File: src/hdl/soa_pkg.sv
// Shared types, constants and helper functions for the slab object allocator.
// Depends on nothing; every other file of the block imports it.
`default_nettype none

package soa_pkg;

  // Fixed field widths of the transfer payloads.
  localparam int MODE_W = 2;
  localparam int SIZE_W = 16;
  localparam int ADDR_W = 16;
  localparam int ST_W   = 2;
  localparam int PIU_W  = 5;

  // Size classes.
  localparam int NUM_CLASSES = 18;
  localparam int CLS_W       = 5;
  localparam int CLASS_W     = 12;

  // Width of the shared add/compare unit; holds any offset up to 64 KiB plus one object.
  localparam int ALU_W = 17;

  // Default geometry of the pool.
  localparam int NUM_PAGES_DEF    = 16;
  localparam int PAGE_BYTES_DEF   = 4096;
  localparam int HEADER_BYTES_DEF = 24;

  // Request modes.
  localparam logic [MODE_W-1:0] MODE_ALLOC_OBJ = 2'd0;
  localparam logic [MODE_W-1:0] MODE_FREE_OBJ  = 2'd1;
  localparam logic [MODE_W-1:0] MODE_ALLOC_PG  = 2'd2;
  localparam logic [MODE_W-1:0] MODE_FREE_PG   = 2'd3;

  // Result status codes.
  localparam logic [ST_W-1:0] ST_OK       = 2'd0;
  localparam logic [ST_W-1:0] ST_NO_CLASS = 2'd1;
  localparam logic [ST_W-1:0] ST_NO_PAGE  = 2'd2;

  // Object size of each class in bytes.
  localparam logic [CLASS_W-1:0] CLASS_BYTES [NUM_CLASSES] = '{
    12'd2, 12'd4, 12'd8, 12'd12, 12'd16, 12'd24, 12'd32, 12'd40, 12'd48,
    12'd56, 12'd64, 12'd96, 12'd128, 12'd192, 12'd256, 12'd512, 12'd1024, 12'd2048
  };

  typedef struct packed {
    logic [MODE_W-1:0] mode;
    logic [SIZE_W-1:0] size;
    logic [ADDR_W-1:0] address;
  } in_item_t;

  typedef struct packed {
    logic [ADDR_W-1:0] address_out;
    logic [ST_W-1:0]   status;
    logic [PIU_W-1:0]  pages_in_use;
  } out_item_t;

  // Request to and response from the shared add/compare unit.
  typedef struct packed {
    logic [ALU_W-1:0] a;
    logic [ALU_W-1:0] b;
    logic [ALU_W-1:0] lim;
  } alu_req_t;

  typedef struct packed {
    logic [ALU_W-1:0] sum;
    logic             sum_le;
    logic             a_ge;
  } alu_rsp_t;

  // Sequencer states.
  typedef enum logic [4:0] {
    S_IDLE,
    S_DECODE,
    S_CLASS,
    S_FPOP,
    S_SEEK,
    S_THREAD,
    S_REC_WAIT,
    S_OBJ_RD,
    S_OBJ_UPD,
    S_FULL_B,
    S_FULL_C,
    S_FULL_D,
    S_FREE_UPD,
    S_FREE_B,
    S_FREE_C,
    S_FREE_D,
    S_FX_RD,
    S_FX_WR,
    S_DONE
  } state_t;

  // Smallest class that holds the size; NUM_CLASSES when none does.
  function automatic logic [CLS_W-1:0] size_class(input logic [SIZE_W-1:0] sz);
    logic [CLS_W-1:0] c;
    c = CLS_W'(NUM_CLASSES);
    for (int i = NUM_CLASSES - 1; i >= 0; i--) begin
      if ({4'd0, CLASS_BYTES[i]} >= sz) begin
        c = CLS_W'(i);
      end
    end
    return c;
  endfunction

endpackage

`default_nettype wire

File: src/hdl/soa_alu.sv
// Shared add/compare unit of the slab object allocator sequencer.
// Depends on soa_pkg for the request and response types.
`default_nettype none

module soa_alu (
  input  soa_pkg::alu_req_t req,
  output soa_pkg::alu_rsp_t rsp
);
  import soa_pkg::*;

  logic [ALU_W-1:0] sum;

  // One add, then the two limit compares used for seeking and threading.
  assign sum        = req.a + req.b;
  assign rsp.sum    = sum;
  assign rsp.sum_le = (sum <= req.lim);
  assign rsp.a_ge   = (req.a >= req.lim);

endmodule

`default_nettype wire

File: config.mk
export PLATFORM = sky130hd
export DESIGN_NAME = soa_alu
export DESIGN_NICKNAME = d
export VERILOG_FILES = /design/src/hdl/soa_pkg.sv /design/src/hdl/soa_alu.sv
export SDC_FILE = /design/constraint.sdc
export NUM_CORES = 1
export LEC_CHECK = 0
export ABC_AREA = 1
export BUFFER_PORTS_ARGS = -buffer_cell sky130_fd_sc_hd__buf_2
export CORE_AREA = 8 8 97 99
export DETAILED_ROUTE_END_ITERATION = 10
export DIE_AREA = 0 0 105 107
export GPL_ROUTABILITY_DRIVEN = 0
export PLACE_DENSITY = 0.48
export SYNTH_ARGS = -nofsm -noshare
export SYNTH_HDL_FRONTEND = slang
export SYNTH_SLANG_ARGS = --single-unit
export TNS_END_PERCENT = 100
File: constraint.sdc
create_clock -name vclk -period 2.69
set_input_delay 0.269 -clock vclk [all_inputs]
set_output_delay 0.269 -clock vclk [all_outputs]
set_load 0.01 [all_outputs]
; ---- Word-level counts from Yosys, hierarchy flattened
; Cells that the tools add are included.
[word_totals]
regBits = 0
output_inout_bits = 19
in_bits = 51
[op_classes]
n_lt_le_gt_ge = 2
n_addsub = 1
[op_table]
columns = operator, n
row1 = 17-bit adder, 1
row2 = 17-bit greater-or-equal comparator, 1
row3 = 17-bit less-or-equal comparator, 1

; ---- Depth between registers and ports, before layout
; Gate-level depths: netlist of run 1.
[depth]
depth_word = 2
ltp_mapped = 21

; ---- Worst setup path before layout of run 1
; Ideal clock, no wire load.
[synth_path]
path_kind = in2out
start = in req[17] (netlist name)
end = out rsp[1] (netlist name)
arrival_ps = 2328
path_slack_ps = 93
path_stages = 18
t_required_ps = 2421
path_buffers = 0
path_cell_list = ha_1 -> inv_1 -> fa_1 -> inv_1 -> nand2_1 -> nand2_1 -> nand2_1 -> o21bai_2 -> nand2_1 -> nand3_1 -> nand2_1 -> ha_1 -> nand2_1 -> nor2_1 -> nand3_1 -> nor2_1 -> nand4_1 -> nand2_1
[synth_lines]
columns = element, line_no
row1 = from (decl), soa_alu.sv:6  ; input soa_pkg::alu_req_t req,
row2 = to (decl), soa_alu.sv:7  ; output soa_pkg::alu_rsp_t rsp

==> results of run 1 <==
## worst max-delay path: stages
cell and delay, ns:
buf_8 0.08, ha_4 0.13, inv_2 0.03, fa_2 0.35, inv_2 0.06, nand2_2 0.04
nand2_2 0.07, nand3_2 0.09, nand2_4 0.09, nand2_2 0.05, nand2_1 0.05, nand2_1 0.04
nand2_1 0.08, inv_2 0.05, ha_4 0.26, nand2_2 0.05, nor2_2 0.12, nand3_1 0.09
nor2_2 0.10, nand2_1 0.06, nand2_1 0.05, nand2_1 0.07, buf_2 0.15
## cell families (layout without fill, tap and decap cells)
family / Yosys count / count (layout) / synth area share (%)
adders and majority gates: 51 / 51 / 34.0
buffers and inverters: 68 / 206 / 13.4
and+or+nand+nor: 179 / 179 / 39.9
AOI/OAI and AO/OA: 29 / 29 / 8.90
xor gates and xnor gates: 8 / 8 / 3.69
## worst max-delay path by stage
stage,startpoint,end,slack (ns),cells after the start
floorplan,req[17],rsp[1],0.09,18
global placement,req[34],rsp[1],-0.28,20
detailed placement,req[34],rsp[1],-0.30,21
CTS,req[17],rsp[1],-0.14,21
global route,req[34],rsp[1],-0.16,23
finish,req[34],rsp[1],-0.02,23
## metal layers
layer | up-vias | global-route usage (%) | wire length (um)
li1 | 1328 | - | -
met3 | 0 | 0.540 | 110
met2 | 23 | 23.9 | 3670
met1 | 1065 | 13.6 | 3020
met5 | - | 0 | 0
met4 | 0 | 0 | 0
## layout by cell type (no fill, tap or decap), types with 5 or more instances in the layout
master	count
buf_2	67
ha_4	6
a21oi_1	16
nand2_2	21
inv_2	7
nand3_1	15
ha_1	43
a21oi_2	5
inv_1	61
nand2_1	102
buf_4	66
nor2_1	21
## area by class of cell
type | count | area, um2 | share of cell area [%]
Inverter | 68 | 255 | 8.20
Multi-Input combinational cell | 267 | 1830 | 58.9
Tap cell | 105 | 131 | 4.22
Timing Repair Buffer | 138 | 891 | 28.6
## stage by stage
step	power, uW	cell area [um2]	TNS [ns]	hold WS [ns]
after detailed placement	726	2830	-0.296	0.886
after global placement	722	2830	-0.279	0.876
after global routing	927	3110	-0.159	0.856
after CTS	784	2980	-0.209	0.855
final	824	3110	-0.0199	0.844
after floorplan	384	1900	0	0.692
## what timing repair did
item	in CTS	in global routing
cloned	0	0
setup endpoints to repair	1	2
pin swaps	19	22
buffers inserted	7	2
resized for setup	21	29
## power by group
part	switching, uW	internal, uW	total (uW)
clock network	0	0	0
registers	0	0	0
logic	417	406	824
total	417	406	824
==> impl_metrics.env, run 1 <==
export IMPL_fill_cells=916
export IMPL_grt_pass1_vias=2569
export IMPL_via_per_inst=4.18
export IMPL_postCtsHoldBufs=0
export IMPL_io_pin_count=70
export IMPL_powerDensity_nw_per_um2=265
export IMPL_crit_path_end_kind="output pin"
export IMPL_final_util_pct=39.3
export IMPL_violations="setup timing"
export IMPL_drtIter0Drc=43
export IMPL_outcome="complete, but fails checks"
export IMPL_die_y_um=107
export IMPL_rsz0062_at_grt="true"
export IMPL_wl_mm=6.80
export IMPL_dp_cells=570
export IMPL_hold_class="input port to output pin"
export IMPL_slew_violations=0
export IMPL_hp_start="req[17]"
export IMPL_place_hpwl_mm=6.20
export IMPL_antennaDiodeCount=0
export IMPL_track_usage_pct=11.7
export IMPL_synth_top_area_cell="ha_1"
export IMPL_worstMarginPinSlew_ns=0.298
export IMPL_pre_cts_ws_ns=-0.296
export IMPL_antenna_left=0
export IMPL_syn_inst=335
export IMPL_synth_nets=437
export IMPL_yosysWarnings=0
export IMPL_die_area_um2=11200
export IMPL_synth_top_cells_by_area="ha_1, nand2_1, inv_1"
export IMPL_arrival_ns=2.44
export IMPL_core_um2=7930
export IMPL_fmax_mhz=369
export IMPL_period_needed_ns=2.71
export IMPL_finalCritPeriodShare_pct=101
export IMPL_grt_max_degree=6
export IMPL_clock_buffers=0
export IMPL_max_cap_violations=0
export IMPL_drive_gt1_share_pct=41.4
export IMPL_setup_viol=1
export IMPL_grt_pass1_wl_mm=11.1
export IMPL_fin_nets=577
export IMPL_io_buffers=70
export IMPL_whs_endpoint="rsp[2]"
export IMPL_hold_path_depth=3
export IMPL_layout_setup_ws_ns=-0.0199
export IMPL_finalNonFillerCells=578
export IMPL_start_util_pct=23.9
export IMPL_row_count=33
export IMPL_antenna_found_initial=0
export IMPL_avgSynthCellArea_um2=5.67
export IMPL_required_ns=2.42
export IMPL_synth_top_area_share_pct=33.0
export IMPL_syn_to_final_growth_pct=63.9
export IMPL_peakVddDrop_mv=0.0786
export IMPL_remaining_drc_errors=0
export IMPL_hold_violations=0
export IMPL_die_w_um=105
export IMPL_synth_area_um2=1900
export IMPL_p_leak_uw=0.00187
export IMPL_synthDistinctLibCells=26
export IMPL_vias=2416
export IMPL_critPathKind="input port to output pin"
export IMPL_relSlewSlack_pct=80.1
export IMPL_netlist_top_cells_count="nand2_1, inv_1, ha_1"
export IMPL_drt_wirelength_per_cell_um=11.8
export IMPL_drtPass1Iterations=4
export IMPL_cp_max_fo=3
export IMPL_seq_cells=0
export IMPL_gr_total_overflow=0
export IMPL_yosys_cell_count_top_type="nand2_1"
export IMPL_final_seq_area_um2=0
export IMPL_start_kind="input port"
export IMPL_ys_seq_area_share_pct=0
Power figures use the tool's default switching activity.
==> run 2: changes to the inputs <==
==> constraint.sdc (replaced) <==
create_clock -name vclk -period 2.69
set_input_delay 0.4035 -clock vclk [all_inputs]
set_output_delay 0.4035 -clock vclk [all_outputs]
set_load 0.01 [all_outputs]
==> run 2 against run 1 <==
The run still ends with setup timing left. Via count increased by 0.50%. Critical path depth decreased by 3. Sequential share of layout area unchanged. Die area unchanged. Flip-flop and latch count unchanged. Power increased by 0.90%. Critical endpoint unchanged. Largest power group unchanged.
==> impl_metrics.env, run 2 (synthesis results as in run 1) <==
export IMPL_peakVddDrop_mv=0.0765
export IMPL_core_um2=7930
export IMPL_finalCritPeriodShare_pct=111
export IMPL_worstMarginPinSlew_ns=0.328
export IMPL_start_util_pct=23.9
export IMPL_drt_wirelength_per_cell_um=11.8
export IMPL_final_common_cell="nand2_1"
export IMPL_outcome="complete, but fails checks"
export IMPL_violations="setup timing"
export IMPL_layout_common_cells="nand2_1, buf_2, buf_4"
export IMPL_grt_pass1_wl_mm=11.4
export IMPL_seq_cells=0
export IMPL_die_area_um2=11200
export IMPL_relSlewSlack_pct=78.0
export IMPL_drtIter0Drc=54
export IMPL_die_y_um=107
export IMPL_arrival_ns=2.59
export IMPL_hold_violations=0
export IMPL_period_needed_ns=2.99
export IMPL_antenna_found_initial=0
export IMPL_setup_viol=1
export IMPL_start_kind="input port"
export IMPL_row_count=33
export IMPL_antennaDiodeCount=0
export IMPL_io_pin_count=70
export IMPL_place_hpwl_mm=6.19
export IMPL_slew_violations=0
export IMPL_layout_setup_ws_ns=-0.300
export IMPL_power_uw=831
export IMPL_io_buffers=70
export IMPL_grt_max_degree=6
export IMPL_critPathKind="input port to output pin"
export IMPL_cp_max_fo=3
export IMPL_drive_gt1_share_pct=42.1
export IMPL_whs_endpoint="rsp[2]"
export IMPL_vias=2428
export IMPL_fin_nets=572
export IMPL_final_seq_area_um2=0
export IMPL_drtPass1Iterations=4
export IMPL_track_usage_pct=11.9
export IMPL_hp_start="req[17]"
export IMPL_powerDensity_nw_per_um2=267
export IMPL_p_leak_uw=0.00184
export IMPL_hold_path_depth=3
export IMPL_fmax_mhz=334
export IMPL_rsz0062_at_grt="true"
export IMPL_max_cap_violations=0
export IMPL_syn_to_final_growth_pct=63.7
export IMPL_fin_hold_ws_ns=1.11
export IMPL_gr_total_overflow=0
export IMPL_crit_path_end_kind="output pin"
export IMPL_required_ns=2.29
export IMPL_antenna_left=0
export IMPL_grt_pass1_vias=2573
export IMPL_wl_mm=6.79
export IMPL_clock_buffers=0
export IMPL_remaining_drc_errors=0
export IMPL_via_per_inst=4.24
export IMPL_die_w_um=105
export IMPL_hold_class="input port to output pin"
run 2: final cells by class:
class              instances  area [um2]
fillers                  913        4820
inverters                 68         255
multi-input cells        267        1880
well taps                105         131
repair buffers           133         846
run 2: what timing repair did:
| item | in CTS | in global routing |
|---|---|---|
| resized for setup | 27 | 21 |
| endpoints found under the setup margin | 1 | 1 |
| gates cloned | 0 | 0 |
| pin swaps | 18 | 8 |
| buffers inserted | 3 | 0 |
| hold buffers | 0 | 0 |
run 2: per-layer routing:
layer	global-route usage, %	up-vias	wire [um]	part of all wire, %
met5	0	-	0	0
met4	0	0	0	0
met2	23.6	23	3570	53
met1	14.5	1083	3130	46
met3	0.360	0	85	1.3
li1	-	1322	-	-
run 2: metrics by stage:
stage	cell area, um2	TNS, ns	worst slack (ns)	std cells	utilization, %
floorplan	1940	-0.117	-0.117	335	-
global route	3110	-0.449	-0.449	573	39.2
finish	3110	-0.300	-0.300	573	39.2
detailed placement	2870	-0.518	-0.518	570	36.2
global placement	2870	-0.459	-0.459	570	36.2
CTS	3010	-0.287	-0.287	573	38.0
run 2: critical path, cell delays in order:
cell	delay, ns
buf_8	0.08
ha_4	0.12
inv_2	0.03
fa_2	0.34
inv_2	0.06
nand2_2	0.05
nand2_4	0.07
nand2_2	0.07
o21bai_4	0.18
nand2_2	0.08
nand3_2	0.08
nand2_2	0.07
ha_4	0.27
nand2_2	0.04
nor2_2	0.09
nand3_1	0.09
nor2_2	0.14
nand4_1	0.12
nand2_2	0.09
buf_6	0.10
run 2: how the worst max path moves through the flow:
stage                  from      to  slack (ns)  depth (start not counted)
floorplan           req[17]  rsp[1]       -0.12                         18
global placement    req[17]  rsp[1]       -0.46                         23
detailed placement  req[34]  rsp[1]       -0.52                         22
CTS                 req[34]  rsp[1]       -0.29                         20
global route        req[39]  rsp[1]       -0.45                         17
finish              req[34]  rsp[1]       -0.30                         20
run 2: where the power goes:
part | leakage, uW | switching [uW] | internal (uW)
registers | 0 | 0 | 0
logic | 0.00184 | 425 | 406
clock network | 0 | 0 | 0
total | 0.00184 | 425 | 406
